===== src/rtl/core/nat_pkg.sv =====
`timescale 1ns / 1ps
// ----------------------------------------------------------------------------
// nat_pkg - shared types, tables and helpers for the accidental tracker
// Key patterns, accidental codes, the queue item and the key selection logic.
// ----------------------------------------------------------------------------
package nat_pkg;

    localparam int NOTE_COUNT  = 128;
    localparam int NOTE_W      = 7;
    localparam int MEASURE_W   = 16;
    localparam int ACC_W       = 2;
    localparam int CFG_W       = 3;
    localparam int MAP_AW      = $clog2(NOTE_COUNT);
    localparam int BANK_DEPTH  = (NOTE_COUNT + 1) / 2;
    localparam int BANK_AW     = $clog2(BANK_DEPTH);
    localparam int KEY_LEN     = 12;
    localparam int KEY_OFFSET  = 3;
    localparam int SHARP_MAX   = 5;
    localparam int FLAT_MAX    = 6;
    localparam int QUEUE_DEPTH = 2;
    localparam int QPTR_W      = $clog2(QUEUE_DEPTH);
    localparam int QCNT_W      = $clog2(QUEUE_DEPTH + 1);
    // reciprocal of 12 for values up to 130: floor(v * 171 / 2048)
    localparam int RECIP_MUL   = 171;
    localparam int RECIP_SHIFT = 11;
    localparam int PROD_W      = NOTE_W + 10;

    typedef enum logic [ACC_W-1:0] {
        ACC_NONE    = 2'd0,
        ACC_SHARP   = 2'd1,
        ACC_FLAT    = 2'd2,
        ACC_NATURAL = 2'd3
    } acc_t;

    typedef enum logic {
        REG_SHARP_COUNT = 1'b0,
        REG_FLAT_COUNT  = 1'b1
    } reg_index_t;

    typedef struct packed {
        logic [CFG_W-1:0] sharp_count;
        logic [CFG_W-1:0] flat_count;
    } key_cfg_t;

    typedef struct packed {
        logic             flat;
        logic [CFG_W-1:0] row;
    } key_t;

    typedef struct packed {
        logic [NOTE_W-1:0] note;
        logic              reload;
    } item_t;

    // entry k of a row sits at bits [2k+1:2k]
    localparam logic [2*KEY_LEN-1:0] SHARP_PAT [0:SHARP_MAX] = '{
        24'h441104, 24'h431104, 24'h4310C4,
        24'h3310C4, 24'h330CC4, 24'h330CC3
    };

    localparam logic [2*KEY_LEN-1:0] FLAT_PAT [0:FLAT_MAX] = '{
        24'h882208, 24'h882230, 24'h88C230, 24'h08C233,
        24'h08CC33, 24'h30CC33, 24'h30CCC3
    };

    // (note + 3) mod 12 by reciprocal multiply and a subtraction
    function automatic logic [3:0] key_pos(input logic [NOTE_W-1:0] note);
        logic [NOTE_W:0]   v;
        logic [PROD_W-1:0] prod;
        logic [3:0]        q;
        logic [NOTE_W:0]   r;
        v    = {1'b0, note} + (NOTE_W + 1)'(KEY_OFFSET);
        prod = PROD_W'(v) * PROD_W'(RECIP_MUL);
        q    = 4'(prod >> RECIP_SHIFT);
        r    = v - (NOTE_W + 1)'((NOTE_W + 1)'(q) * (NOTE_W + 1)'(KEY_LEN));
        return 4'(r);
    endfunction

    // clamp the counts and pick the flat or sharp pattern row
    function automatic key_t key_of(input key_cfg_t cfg);
        key_t k;
        k.flat = (cfg.flat_count != '0);
        if (k.flat)
            k.row = (cfg.flat_count > CFG_W'(FLAT_MAX)) ? CFG_W'(FLAT_MAX) : cfg.flat_count;
        else
            k.row = (cfg.sharp_count > CFG_W'(SHARP_MAX)) ? CFG_W'(SHARP_MAX)
                                                          : cfg.sharp_count;
        return k;
    endfunction

    function automatic acc_t pattern_entry(input key_t k, input logic [NOTE_W-1:0] note);
        logic [2*KEY_LEN-1:0] row_bits;
        logic [2*KEY_LEN-1:0] shifted;
        row_bits = k.flat ? FLAT_PAT[k.row] : SHARP_PAT[k.row];
        shifted  = row_bits >> {key_pos(note), 1'b0};
        return acc_t'(shifted[ACC_W-1:0]);
    endfunction

endpackage


===== src/rtl/core/nat_queue.sv =====
`timescale 1ns / 1ps
// ----------------------------------------------------------------------------
// nat_queue - two-entry item queue
// Decouples the classifying front end from the map update back end.
// ----------------------------------------------------------------------------
module nat_queue
    import nat_pkg::*;
(
    input  logic  clk,
    input  logic  rst_n,
    input  logic  push,
    input  item_t push_item,
    input  logic  pop,
    output item_t head,
    output logic  not_empty,
    output logic  full
);

    item_t             slot_reg [QUEUE_DEPTH];
    logic [QPTR_W-1:0] wr_ptr_reg;
    logic [QPTR_W-1:0] rd_ptr_reg;
    logic [QCNT_W-1:0] count_reg;

    assign head      = slot_reg[rd_ptr_reg];
    assign not_empty = (count_reg != '0);
    assign full      = (count_reg == QCNT_W'(QUEUE_DEPTH));

    always_ff @(posedge clk)
    begin
        if (push)
        begin
            slot_reg[wr_ptr_reg] <= push_item;
        end
    end

    always_ff @(posedge clk or negedge rst_n)
    begin
        if (!rst_n)
        begin
            wr_ptr_reg <= '0;
            rd_ptr_reg <= '0;
            count_reg  <= '0;
        end
        else
        begin
            if (push)
            begin
                wr_ptr_reg <= QPTR_W'((32'(wr_ptr_reg) + 1) % QUEUE_DEPTH);
            end
            if (pop)
            begin
                rd_ptr_reg <= QPTR_W'((32'(rd_ptr_reg) + 1) % QUEUE_DEPTH);
            end
            if (push && !pop)
            begin
                count_reg <= count_reg + 1'b1;
            end
            else if (pop && !push)
            begin
                count_reg <= count_reg - 1'b1;
            end
        end
    end

endmodule


===== src/rtl/core/nat_front.sv =====
`timescale 1ns / 1ps
// ----------------------------------------------------------------------------
// nat_front - input side of the accidental tracker
// Accepts note beats and flags the ones that start a new measure.
// ----------------------------------------------------------------------------
module nat_front
    import nat_pkg::*;
(
    input  logic                 clk,
    input  logic                 rst_n,
    input  logic                 in_valid,
    input  logic [NOTE_W-1:0]    note_number,
    input  logic [MEASURE_W-1:0] measure_index,
    input  logic                 q_full,
    output logic                 in_stall,
    output logic                 push,
    output item_t                push_item
);

    logic                 loaded_reg;
    logic [MEASURE_W-1:0] last_measure_reg;

    assign in_stall = q_full;
    assign push     = in_valid && !q_full;

    // first beat after reset or a new measure reloads the key map
    always_comb
    begin
        push_item.note   = note_number;
        push_item.reload = !loaded_reg || (measure_index != last_measure_reg);
    end

    always_ff @(posedge clk or negedge rst_n)
    begin
        if (!rst_n)
        begin
            loaded_reg       <= 1'b0;
            last_measure_reg <= '0;
        end
        else if (push)
        begin
            loaded_reg       <= 1'b1;
            last_measure_reg <= measure_index;
        end
    end

endmodule


===== src/rtl/core/nat_back.sv =====
`timescale 1ns / 1ps
// ----------------------------------------------------------------------------
// nat_back - accidental map lookup and update
// Two-bank map, dirty bits over key pattern; one beat a cycle unless stalled.
// ----------------------------------------------------------------------------
module nat_back
    import nat_pkg::*;
(
    input  logic             clk,
    input  logic             rst_n,
    input  logic             q_valid,
    input  item_t            head,
    output logic             pop,
    input  key_cfg_t         cfg,
    input  logic             out_stall,
    output logic             out_valid,
    output logic [ACC_W-1:0] accidental
);

    // even and odd notes live in separate banks, so a note and its
    // neighbor never collide on a write port
    logic [ACC_W-1:0] even_mem [BANK_DEPTH];
    logic [ACC_W-1:0] odd_mem  [BANK_DEPTH];

    logic [NOTE_COUNT-1:0] dirty_reg;
    logic [NOTE_COUNT-1:0] dirty_next;
    key_t                  key_reg;

    logic              s1_valid_reg;
    logic [NOTE_W-1:0] s1_note_reg;
    logic              s1_inrange_reg;
    logic              s1_use_mem_reg;
    acc_t              s1_base_reg;
    logic [ACC_W-1:0]  rd_even_reg;
    logic [ACC_W-1:0]  rd_odd_reg;

    logic             out_valid_reg;
    logic [ACC_W-1:0] acc_reg;

    logic              s1_adv;
    acc_t              s1_acc;
    logic              main_wen;
    logic              nb_wen;
    logic [NOTE_W-1:0] nb_addr;
    acc_t              nb_val;
    logic              up_ok;
    logic              dn_ok;

    logic              head_inrange;
    logic              hit_main;
    logic              hit_nb;
    logic              head_use_mem;
    acc_t              head_base;
    logic [BANK_AW-1:0] head_addr;

    logic               even_we;
    logic [BANK_AW-1:0] even_addr;
    logic [ACC_W-1:0]   even_data;
    logic               odd_we;
    logic [BANK_AW-1:0] odd_addr;
    logic [ACC_W-1:0]   odd_data;

    assign s1_adv     = s1_valid_reg && (!out_valid_reg || !out_stall);
    assign pop        = q_valid && (!s1_valid_reg || s1_adv);
    assign out_valid  = out_valid_reg;
    assign accidental = acc_reg;

    // ---- stage 1: resolve the entry and plan the writes ----
    always_comb
    begin
        if (!s1_inrange_reg)
            s1_acc = ACC_NONE;
        else if (s1_use_mem_reg)
            s1_acc = acc_t'(s1_note_reg[0] ? rd_odd_reg : rd_even_reg);
        else
            s1_acc = s1_base_reg;
    end

    assign dn_ok    = (s1_note_reg != '0);
    assign up_ok    = (({1'b0, s1_note_reg} + 1'b1) < (NOTE_W + 1)'(NOTE_COUNT));
    assign main_wen = s1_inrange_reg;

    always_comb
    begin
        nb_addr = s1_note_reg + 1'b1;
        nb_val  = ACC_NATURAL;
        nb_wen  = 1'b0;
        case (s1_acc)
            ACC_SHARP:
            begin
                nb_addr = s1_note_reg - 1'b1;
                nb_wen  = dn_ok;
            end
            ACC_FLAT:
            begin
                nb_wen = up_ok;
            end
            ACC_NATURAL:
            begin
                if (cfg.flat_count != '0)
                begin
                    nb_addr = s1_note_reg - 1'b1;
                    nb_val  = ACC_FLAT;
                    nb_wen  = dn_ok;
                end
                else
                begin
                    nb_val = ACC_SHARP;
                    nb_wen = up_ok;
                end
            end
            default:
            begin
                nb_wen = 1'b0;
            end
        endcase
    end

    always_comb
    begin
        if (!s1_note_reg[0])
        begin
            even_we   = s1_adv && main_wen;
            even_addr = BANK_AW'(s1_note_reg >> 1);
            even_data = ACC_NONE;
            odd_we    = s1_adv && nb_wen;
            odd_addr  = BANK_AW'(nb_addr >> 1);
            odd_data  = nb_val;
        end
        else
        begin
            odd_we    = s1_adv && main_wen;
            odd_addr  = BANK_AW'(s1_note_reg >> 1);
            odd_data  = ACC_NONE;
            even_we   = s1_adv && nb_wen;
            even_addr = BANK_AW'(nb_addr >> 1);
            even_data = nb_val;
        end
    end

    // ---- head of queue: pick the source of its entry ----
    assign head_inrange = ({1'b0, head.note} < (NOTE_W + 1)'(NOTE_COUNT));
    assign head_addr    = BANK_AW'(head.note >> 1);
    // stage 1 always retires on a pop, so its writes land at the same edge
    assign hit_main     = s1_valid_reg && main_wen && (head.note == s1_note_reg);
    assign hit_nb       = s1_valid_reg && nb_wen && (head.note == nb_addr);

    always_comb
    begin
        head_use_mem = 1'b0;
        head_base    = ACC_NONE;
        if (head.reload)
            head_base = pattern_entry(key_of(cfg), head.note);
        else if (hit_main)
            head_base = ACC_NONE;
        else if (hit_nb)
            head_base = nb_val;
        else if (dirty_reg[head.note[MAP_AW-1:0]])
            head_use_mem = 1'b1;
        else
            head_base = pattern_entry(key_reg, head.note);
    end

    // ---- dirty bits: an entry written since the last reload ----
    always_comb
    begin
        dirty_next = dirty_reg;
        if (s1_adv)
        begin
            for (int i = 0; i < NOTE_COUNT; i++)
            begin
                if ((main_wen && (s1_note_reg == NOTE_W'(i))) ||
                    (nb_wen && (nb_addr == NOTE_W'(i))))
                begin
                    dirty_next[i] = 1'b1;
                end
            end
        end
        // reload clears every dirty bit, including those set by what retires at this edge
        if (pop && head.reload)
        begin
            dirty_next = '0;
        end
    end

    always_ff @(posedge clk)
    begin
        if (even_we)
        begin
            even_mem[even_addr] <= even_data;
        end
        if (odd_we)
        begin
            odd_mem[odd_addr] <= odd_data;
        end
        if (pop)
        begin
            rd_even_reg    <= even_mem[head_addr];
            rd_odd_reg     <= odd_mem[head_addr];
            s1_note_reg    <= head.note;
            s1_inrange_reg <= head_inrange;
            s1_use_mem_reg <= head_use_mem;
            s1_base_reg    <= head_base;
        end
        if (s1_adv)
        begin
            acc_reg <= s1_acc;
        end
    end

    always_ff @(posedge clk or negedge rst_n)
    begin
        if (!rst_n)
        begin
            dirty_reg     <= '0;
            key_reg       <= '0;
            s1_valid_reg  <= 1'b0;
            out_valid_reg <= 1'b0;
        end
        else
        begin
            dirty_reg <= dirty_next;
            if (pop && head.reload)
            begin
                key_reg <= key_of(cfg);
            end
            if (pop)
            begin
                s1_valid_reg <= 1'b1;
            end
            else if (s1_adv)
            begin
                s1_valid_reg <= 1'b0;
            end
            if (s1_adv)
            begin
                out_valid_reg <= 1'b1;
            end
            else if (!out_stall)
            begin
                out_valid_reg <= 1'b0;
            end
        end
    end

endmodule


===== src/rtl/core/notation_accidental_tracker_top.sv =====
`timescale 1ns / 1ps
// ----------------------------------------------------------------------------
// notation_accidental_tracker_top - accidental tracker for music notation
// Returns the accidental to print for each note, tracking key and measure.
// Path: queue, stage 1 registers, output register.
// Throughput: one beat per cycle while out_stall is low, set by the single
//   map read and two bank writes per note, neighbor write in the other bank.
// Reset: clears control state and key registers; the map has no clearing
//   pass, the first beat after reset reloads it from the key pattern.
// ----------------------------------------------------------------------------
module notation_accidental_tracker_top
    import nat_pkg::*;
(
    input  logic                 clk,
    input  logic                 rst_n,
    input  logic                 in_valid,
    output logic                 in_stall,
    input  logic [NOTE_W-1:0]    note_number,
    input  logic [MEASURE_W-1:0] measure_index,
    output logic                 out_valid,
    input  logic                 out_stall,
    output logic [ACC_W-1:0]     accidental,
    input  logic                 cfg_write,
    input  logic                 cfg_index,
    input  logic [CFG_W-1:0]     cfg_data
);

    key_cfg_t cfg_reg;

    logic  q_full;
    logic  q_valid;
    logic  push;
    logic  pop;
    item_t push_item;
    item_t head;

    always_ff @(posedge clk or negedge rst_n)
    begin
        if (!rst_n)
        begin
            cfg_reg <= '0;
        end
        else if (cfg_write)
        begin
            unique case (reg_index_t'(cfg_index))
                REG_SHARP_COUNT: cfg_reg.sharp_count <= cfg_data;
                REG_FLAT_COUNT:  cfg_reg.flat_count  <= cfg_data;
                default:         cfg_reg             <= cfg_reg;
            endcase
        end
    end

    nat_front u_front (
        .clk           (clk),
        .rst_n         (rst_n),
        .in_valid      (in_valid),
        .note_number   (note_number),
        .measure_index (measure_index),
        .q_full        (q_full),
        .in_stall      (in_stall),
        .push          (push),
        .push_item     (push_item)
    );

    nat_queue u_queue (
        .clk       (clk),
        .rst_n     (rst_n),
        .push      (push),
        .push_item (push_item),
        .pop       (pop),
        .head      (head),
        .not_empty (q_valid),
        .full      (q_full)
    );

    nat_back u_back (
        .clk        (clk),
        .rst_n      (rst_n),
        .q_valid    (q_valid),
        .head       (head),
        .pop        (pop),
        .cfg        (cfg_reg),
        .out_stall  (out_stall),
        .out_valid  (out_valid),
        .accidental (accidental)
    );

endmodule


===== config.mk =====
export PLATFORM = sky130hd
export DESIGN_NAME = notation_accidental_tracker_top
export DESIGN_NICKNAME = d
export VERILOG_FILES = /design/src/rtl/core/nat_pkg.sv /design/src/rtl/core/nat_queue.sv /design/src/rtl/core/nat_front.sv /design/src/rtl/core/nat_back.sv /design/src/rtl/core/notation_accidental_tracker_top.sv
export SDC_FILE = /design/constraint.sdc
export NUM_CORES = 1
export LEC_CHECK = 0
export ABC_AREA = 1
export BUFFER_PORTS_ARGS = -buffer_cell sky130_fd_sc_hd__buf_2
export CAP_MARGIN = 20
export CORE_ASPECT_RATIO = 2
export CORE_MARGIN = 5
export CORE_UTILIZATION = 44
export CTS_CLUSTER_DIAMETER = 80
export CTS_CLUSTER_SIZE = 24
export DETAILED_ROUTE_END_ITERATION = 12
export SETUP_SLACK_MARGIN = 0.1
export SLEW_MARGIN = 10
export SYNTH_ARGS = -nofsm -noshare
export SYNTH_HDL_FRONTEND = slang
export SYNTH_HIERARCHICAL = 1
export SYNTH_SLANG_ARGS = --single-unit

===== constraint.sdc =====
create_clock -name clk -period 6.4 [get_ports clk]
set_input_delay 0.32 -clock clk [delete_from_list [all_inputs] [get_ports clk]]
set_output_delay 0.32 -clock clk [all_outputs]
set_load 0.005 [all_outputs]

### Yosys cells after proc, flatten, opt, wreduce, memory -nomap -nowiden

Memories as Yosys holds them, arrays and structs flattened. A register that Yosys moved wholly into a read port is not among the register bits.
Index checks and enable logic that the tools add are counted.

| word-level totals | value |
|---|---|
| bits in registers | 173 |
| bits in writable memories | 272 |
| memory bits (read-only) | 768 |
| bits of input ports | 32 |
| word-level logic and storage cells | 1154 |
| memories kept | 7 |

| operators by class | value |
|---|---|
| add/sub/neg operators | 9 |
| multiply operators | 2 |
| $lt $le $gt $ge | 6 |
| eq/ne operators | 262 |
| shifts and indexed selects | 2 |
| multiplexer cells | 177 |
| bitwise gates (word level) | 3 |
| reductions and logical operators | 543 |

Memory list:

| name | depth | width | rd ports | clocked after Yosys merged registers in | write ports | RTL line | source |
|---|---|---|---|---|---|---|---|
| (name not given) | 8 | 24 | 1 | 0 | 0 | nat_pkg.sv:94 | `row_bits = k.flat ? FLAT_PAT[k.row] : SHARP_PAT[k.row];` |
| (name not given) | 8 | 24 | 1 | 0 | 0 | nat_pkg.sv:94 |  |
| (name not given) | 8 | 24 | 1 | 0 | 0 | nat_pkg.sv:94 |  |
| (name not given) | 8 | 24 | 1 | 0 | 0 | nat_pkg.sv:94 |  |
| u_back.even_mem | 64 | 2 | 1 | 1 | 1 | nat_back.sv:22 | `logic [ACC_W-1:0] even_mem [BANK_DEPTH];` |
| u_back.odd_mem | 64 | 2 | 1 | 1 | 1 | nat_back.sv:23 | `logic [ACC_W-1:0] odd_mem [BANK_DEPTH];` |
| +1 memories | - | - | - | - | - | - |  |

Operator list:

| cell | count |
|---|---|
| 7-bit == test, second input constant | 128 |
| 7-bit by 6-bit == test with 1-bit output, second input constant | 64 |
| 2-bit nonzero test | 132 |
| 2-bit AND reduction | 130 |
| 128-bit two-way mux | 2 |
| 24-bit two-way mux | 10 |
| 7-bit by 5-bit == test with 1-bit output, second input constant | 32 |
| 1-bit two-way mux | 143 |
| 1-bit logical AND | 138 |
| 1-bit logical OR | 131 |
| 7-bit by 4-bit == test with 1-bit output, second input constant | 16 |
| 7-bit by 3-bit == test with 1-bit output, second input constant | 8 |
| 24-bit by 5-bit >> shifter with 2-bit output | 2 |
| 7-bit by 2-bit == test with 1-bit output, second input constant | 4 |
| 2-bit two-way mux | 12 |
| 16-bit inequality test | 1 |
| 8-bit by 8-bit multiplier with 15-bit output, second input constant | 1 |
| 7-bit by 1-bit == test with 1-bit output, second input constant | 2 |
| 7-bit == test | 2 |
| 7-bit logical NOT | 2 |
| 7-bit one-hot mux with 2 select lines | 1 |
| 3-bit two-way mux | 4 |
| 6-bit two-way mux | 2 |
| 7-bit by 1-bit adder with 8-bit output, second input constant | 1 |
| 24 further kinds | 36 |

### Logic depth before layout (Yosys ltp)

Gate-level depths: netlist of the first run.

| logic depth | value |
|---|---|
| depth in word-level cells | 11 |
| mapped depth | 36 |

### By module

The synthesis of the first run kept the hierarchy.

Modules (own cells, without submodules):

| module | times used | cells an instance | area an instance (µm²) | sequential area each (µm²) |
|---|---|---|---|---|
| nat_back | 1 | 2613 | 22022.4 | 11521.0 |
| nat_front | 1 | 147 | 998.5 | 425.4 |
| nat_queue | 1 | 50 | 818.3 | 580.6 |
| notation_accidental_tracker_top | 1 | 28 | 255.2 | 150.1 |

### Least setup slack after synthesis of the first run

Ideal clock, no wire load.

| timing | value |
|---|---|
| path kind | register to register |
| from | register u_queue.rd_ptr_reg |
| to | register u_back.s1_base_reg[0], data pin |
| arrival time | 6208 ps |
| slack | -60 ps |
| cell stages (with the launch flop) | 33 |
| clock period less this slack | 6460 ps |
| cell sequence | dfrtp_1 buf_6 mux2_4 inv_1 clkbuf_1 clkbuf_1 clkbuf_1 ha_1 inv_1 clkbuf_1 ha_1 fa_1 fa_1 inv_1 fa_1 inv_1 ha_1 a21oi_1 o21a_1 nand2_1 nand2_1 nand2_1 ha_1 clkbuf_1 inv_1 nand2_1 o21ai_0 inv_1 nand3_1 nand3_1 nand2_1 nand2_1 nand2_1 |

RTL lines:

| item | RTL line | source |
|---|---|---|
| from (decl) | nat_queue.sv:21 | `logic [QPTR_W-1:0] rd_ptr_reg;` |
| from (signal assigned) | nat_queue.sv:52 | `rd_ptr_reg <= QPTR_W'((32'(rd_ptr_reg) + 1) % QUEUE_DEPTH);` |
| to (signal assigned) | nat_back.sv:203 | `s1_base_reg <= head_base;` |
| to (decl) | nat_back.sv:33 | `acc_t s1_base_reg;` |

==> results of run 1 <==
[metal layers]
metal  vias up  GRT usage, %  share of wire [%]
met5         -             0                  0
met4         0          14.8                7.4
met3       218          2.04                4.3
met2       659          43.1                 52
met1      9598          25.9                 36
li1       9406             -                  -
[logic make-up after synthesis]
group	Yosys count	synth area share [%]
simple gates	1386	24.3
compound gates	545	12.5
flops	449	52.6
mux	8	0.499
fa+ha+maj	50	2.94
xor+xnor	17	0.618
buf+inv	383	6.54
[critical path, delay by kind of cell, from the launching register on]
kind,cells,cell delay [ns]
fa+ha+maj,7,2.77
buf+inv,8,0.80
simple gates,8,0.69
flops,1,0.49
mux,1,0.37
compound gates,2,0.31
xor+xnor,1,0.19
[area by class of cell]
cell class	instances	area (µm²)
Fill cell	5220	28600
Inverter	227	863
Antenna cell	1	2.50
Multi-Input combinational cell	2006	9900
Timing Repair Buffer	102	773
Clock inverter	1	8.76
Clock buffer	39	636
Tap cell	676	846
Sequential cell	449	12700
[worst max path at each step]
stage                                           end                            from
floorplan           u_back/s1_base_reg[0]$_DFFE_PP_  u_queue/rd_ptr_reg$_DFFE_PN0P_
global placement    u_back/s1_base_reg[0]$_DFFE_PP_  u_queue/rd_ptr_reg$_DFFE_PN0P_
detailed placement  u_back/s1_base_reg[1]$_DFFE_PP_  u_queue/rd_ptr_reg$_DFFE_PN0P_
CTS                 u_back/s1_base_reg[1]$_DFFE_PP_  u_queue/rd_ptr_reg$_DFFE_PN0P_
global route        u_back/s1_base_reg[1]$_DFFE_PP_  u_queue/rd_ptr_reg$_DFFE_PN0P_
finish              u_back/s1_base_reg[0]$_DFFE_PP_  u_queue/rd_ptr_reg$_DFFE_PN0P_
[synth_stat cells (2+ instances only)]
cell type | number | area share (%)
a21oi_1 | 197 | 4.1
a31oi_1 | 3 | 0.078
a32o_1 | 2 | 0.083
buf_1 | 10 | 0.16
buf_2 | 18 | 0.37
buf_4 | 13 | 0.41
buf_6 | 8 | 0.37
clkbuf_1 | 107 | 1.7
clkinv_1 | 2 | 0.031
dfrtp_1 | 161 | 17
edfxtp_1 | 288 | 36
fa_1 | 11 | 0.91
ha_1 | 39 | 2.0
inv_1 | 210 | 3.3
inv_2 | 12 | 0.19
inv_4 | 3 | 0.078
mux2_4 | 8 | 0.50
nand2_1 | 710 | 11
nand2_2 | 11 | 0.29
nand2_4 | 6 | 0.28
nand3_1 | 171 | 3.6
nand3_2 | 3 | 0.12
nand3_4 | 3 | 0.22
nand4_1 | 25 | 0.65
nor2_1 | 407 | 6.3
nor2_2 | 5 | 0.13
nor2_4 | 5 | 0.23
nor2_8 | 5 | 0.42
nor3_1 | 23 | 0.48
nor3_2 | 5 | 0.21
o211ai_1 | 21 | 0.65
o21ai_0 | 228 | 4.7
o21ai_1 | 11 | 0.23
o21ai_2 | 5 | 0.18
o221ai_1 | 27 | 0.98
o22ai_1 | 41 | 1.1
or2_2 | 3 | 0.078
xnor2_1 | 6 | 0.22
xor2_1 | 11 | 0.40
[metrics by stage]
step                      util, %  worst slack, ns  std cells
after floorplan                 -            0.190       2838
after global placement       45.5            0.316       3427
after detailed placement     45.6            0.275       3429
after CTS                    47.2            0.251       3493
after global routing         47.3           0.0881       3501
final                        47.3            0.569       3501
[what timing repair did]
item,CTS,global route
gates resized for setup,0,1
hold buffers,24,0
hold endpoints to repair,108,0
setup buffers,0,7
setup endpoints to repair,0,2
==> results.toml, run 1 <==
[floorplan]
rows = 121
die_w_um = 175
io_pins = 36
dieArea_um2 = 59800
start_util_pct = 44.3
die_y_um = 341
coreArea_um2 = 54400

[timing]
finalCritPeriodShare_pct = 91.1
finalSetupViolCount = 0
finalHoldViolations = 0
slew_headroom_pct = 30.9
max_freq_ghz = 0.171
fin_crit_ns = 5.83
fin_tns_setup_ns = 0
rsz0062_at_grt = "no"
slew_violations = 0
whs_ns = 0.0302
fin_skew_ns = 0.0269
worst_slew_pin_slew_ns = 1.03

[synthesis]
ys_ff_latch = 449
synth_edf_count = 288
ys_types = 53
synth_nets = 2920
synthArstFlopShare_pct = 35.9
netlist_instances = 2838
ys_seq_area_share_pct = 52.6
netlist_area_um2 = 24100
avgSynthCellArea_um2 = 8.49
yosysWarnings = 6
yosys_most_used_dff = "edfxtp_1"

[clocking]
clkSinkCount = 449
insertion_delay_ns = 0.58
root_buffer = "clkbuf_16"
cts_buffer_depth = 3
cts_max_level = 1
cts_buffers = 22
clk_pin_slew_ns = 0.10
cts_tree = "built"

[setup_path]
cp-end-kind = "flop"
arrival_ns = 6.17
cp_max_fo = 23
worst-r2r-setup-slack_ns = 0.57
r2r_start = "u_queue/rd_ptr_reg$_DFFE_PN0P_"
crit_type = "flop to flop"
regToRegEndpoint = "u_back/s1_base_reg[0]$_DFFE_PP_"
r2r_cells = 27
cpMaxStageDelayCell = "fa_1"
slowest_delay_ns = 0.52
crit_required_ns = 6.73
cp-start-kind = "flop"

[route]
drtIter0Drc = 1664
drtAntennaViolNets = 0
num_vias = 19900
via_per_inst = 5.68
wl_per_cell_um = 20.5
finalWirelength_mm = 71.9
dr.pass1.iters = 5
route.detailed.drc = 0

[final_layout]
fin_area_um2 = 25700
layout-drive-gt1-share_pct = 6.91
layout_common_cells = "710 x nand2_1, 402 x nor2_1, 288 x edfxtp_1"
final_nets = 2890
layout_commonest_cell = "nand2_1"
syn_to_final_growth_pct = 6.71

[worst_hold_path]
worstHoldPathType = "input pin to flop"
min_path_cells = 3
hp-start = "cfg_data[1]"
hold-path-endpoint = "cfg_reg[1]$_DFFE_PN0P_"

[global_route]
grt_pass1_vias = 19800
grt_use_total_pct = 23.5
antenna_found_initial = 1
grt_max_degree = 176
gr-total-overflow = 0
grt_pass1_wl_mm = 110

[run]
drv_cap = 0

[place]
post-dp-hpwl_mm = 48.9
portBuffers = 35
placed_cell_area_um2 = 24800
finalWeightedCongestion = 0.922

[status]
status = "finished clean"
Power of run 1 is not shown: default switching activity piles up to over one toggle a cycle in this logic, so the estimate is an artifact.
==> run 2, diff against run 1 <==
--- a/config.mk
+++ b/config.mk
@@ -14,6 +14,7 @@
 export CTS_CLUSTER_DIAMETER = 80
 export CTS_CLUSTER_SIZE = 24
 export DETAILED_ROUTE_END_ITERATION = 12
+export RECOVER_POWER = 100
 export SETUP_SLACK_MARGIN = 0.1
 export SLEW_MARGIN = 10
 export SYNTH_ARGS = -nofsm -noshare
==> results.toml, run 2 (same netlist as run 1, synthesis figures left out) <==
[status]
status = "finished, violations left"
violations = "max-capacitance violations, max-slew violations"

[timing]
slew_violations = 699
rsz0062_at_grt = "no"
max_freq_ghz = 0.171
finalSetupViolCount = 0
fin_skew_ns = 0.0237
finalHoldViolations = 0
fin_tns_setup_ns = 0
finalCritPeriodShare_pct = 91.4
fin_crit_ns = 5.85
worst_slew_pin_slew_ns = 4.91
slew_headroom_pct = -227

[floorplan]
die_y_um = 341
die_w_um = 175
coreArea_um2 = 54400
io_pins = 36
start_util_pct = 44.3
dieArea_um2 = 59800
rows = 121

[global_route]
gr-total-overflow = 0
antenna_found_initial = 1
grt_pass1_vias = 19800
grt_max_degree = 176
grt_pass1_wl_mm = 110
grt_use_total_pct = 23.5

[setup_path]
crit_required_ns = 6.89
cp-start-kind = "flop"
cp-end-kind = "flop"
arrival_ns = 6.34
cp_max_fo = 27
crit_type = "flop to flop"
path_cells = "clkbuf_1, inv_4, nand2_1, nand2_1, nand2_2, o21ai_0, nand2_1, clkinvlp_2, nand2_1, nand2_1, nor3_1, nand2_1, nand2_1, a21oi_1, nor2_1"
slowest_delay_ns = 1.41
cpMaxStageDelayCell = "nor3_1"
cpMostUsedCell = "nand2_1"

[final_layout]
final_util_pct = 47.0
syn_to_final_growth_pct = 5.94
final_nets = 2890
layout.cells.non_filler = 3501
layout-drive-gt1-share_pct = 5.45
layout_commonest_cell = "nand2_1"
layout_common_cells = "714 x nand2_1, 409 x nor2_1, 288 x edfxtp_1"

[clocking]
insertion_delay_ns = 0.57
cts_buffers = 22
clk_pin_slew_ns = 0.10
cts_tree = "built"
clkSinkCount = 449
cts_max_level = 1
root_buffer = "clkbuf_16"
cts_buffer_depth = 3

[route]
wl_per_cell_um = 20.6
via_per_inst = 5.66
finalWirelength_mm = 72.0
drtAntennaViolNets = 0
route.detailed.drc = 0
dr.pass1.iters = 9
drtIter0Drc = 1696
num_vias = 19800

[place]
finalWeightedCongestion = 0.922
post-dp-hpwl_mm = 48.9
portBuffers = 35
place_inst = 3429

[worst_hold_path]
worstHoldPathType = "input pin to flop"

[run]
drv_cap = 11
run 2: worst paths after layout:
kind	start	depth (start not counted)	slack [ns]	end
max in group asynchronous	rst_n	3	1.22	u_back/dirty_reg[54]$_DFFE_PN0P_
worst min-delay path	cfg_data[1]	3	0.03	cfg_reg[1]$_DFFE_PN0P_
worst max-delay path	u_back/s1_note_reg[0]$_DFFE_PP_	15	0.55	u_back/dirty_reg[31]$_DFFE_PN0P_
worst max register to register	u_back/s1_note_reg[0]$_DFFE_PP_	15	0.55	u_back/dirty_reg[31]$_DFFE_PN0P_
worst min register to register	u_front/loaded_reg$_DFFE_PN0P_	1	0.49	u_front/loaded_reg$_DFFE_PN0P_
min in group asynchronous	rst_n	2	2.09	u_back/key_reg[1]$_DFFE_PN0P_
run 2: repair_timing:
action / CTS / global route
endpoints found under the setup margin: 0 / 2
hold buffers: 24 / 0
gates resized for setup: 0 / 1
endpoints found under the hold margin: 108 / 0
buffers inserted: 0 / 7
run 2: worst max-delay path: cells and delay by family (launching register included):
kind	cells	cell delay, ns
buffers and inverters	3	1.84
AOI/OAI and AO/OA	2	0.43
and+or+nand+nor	10	3.15
DFF	1	0.34
run 2: layer usage:
metal / wire [µm] / GRT usage [%] / part of all wire [%]
met3: 3090 / 2.04 / 4.3
met2: 37500 / 43.1 / 52
met5: 0 / 0 / 0
met1: 26200 / 25.9 / 36
met4: 5230 / 14.8 / 7.3
run 2: final cells by class:
cell class	instances	area [µm²]
Tap cell	676	846
Multi-Input combinational cell	2006	9790
Fill cell	5261	28800
Antenna cell	1	2.50
Clock buffer	39	636
Timing Repair Buffer	102	698
Sequential cell	449	12700
Inverter	227	862
Clock inverter	1	8.76
run 2: metrics by stage:
step                      hold slack, ns  setup slack [ns]  instance area (µm²)
after floorplan                   0.0244             0.190                24100
after global placement             0.452             0.316                24800
after detailed placement           0.455             0.275                24800
after CTS                         0.0130             0.251                25700
after global routing              0.0317            0.0651                25500
final                             0.0317             0.552                25500
Power of run 2 is left out for the same reason.
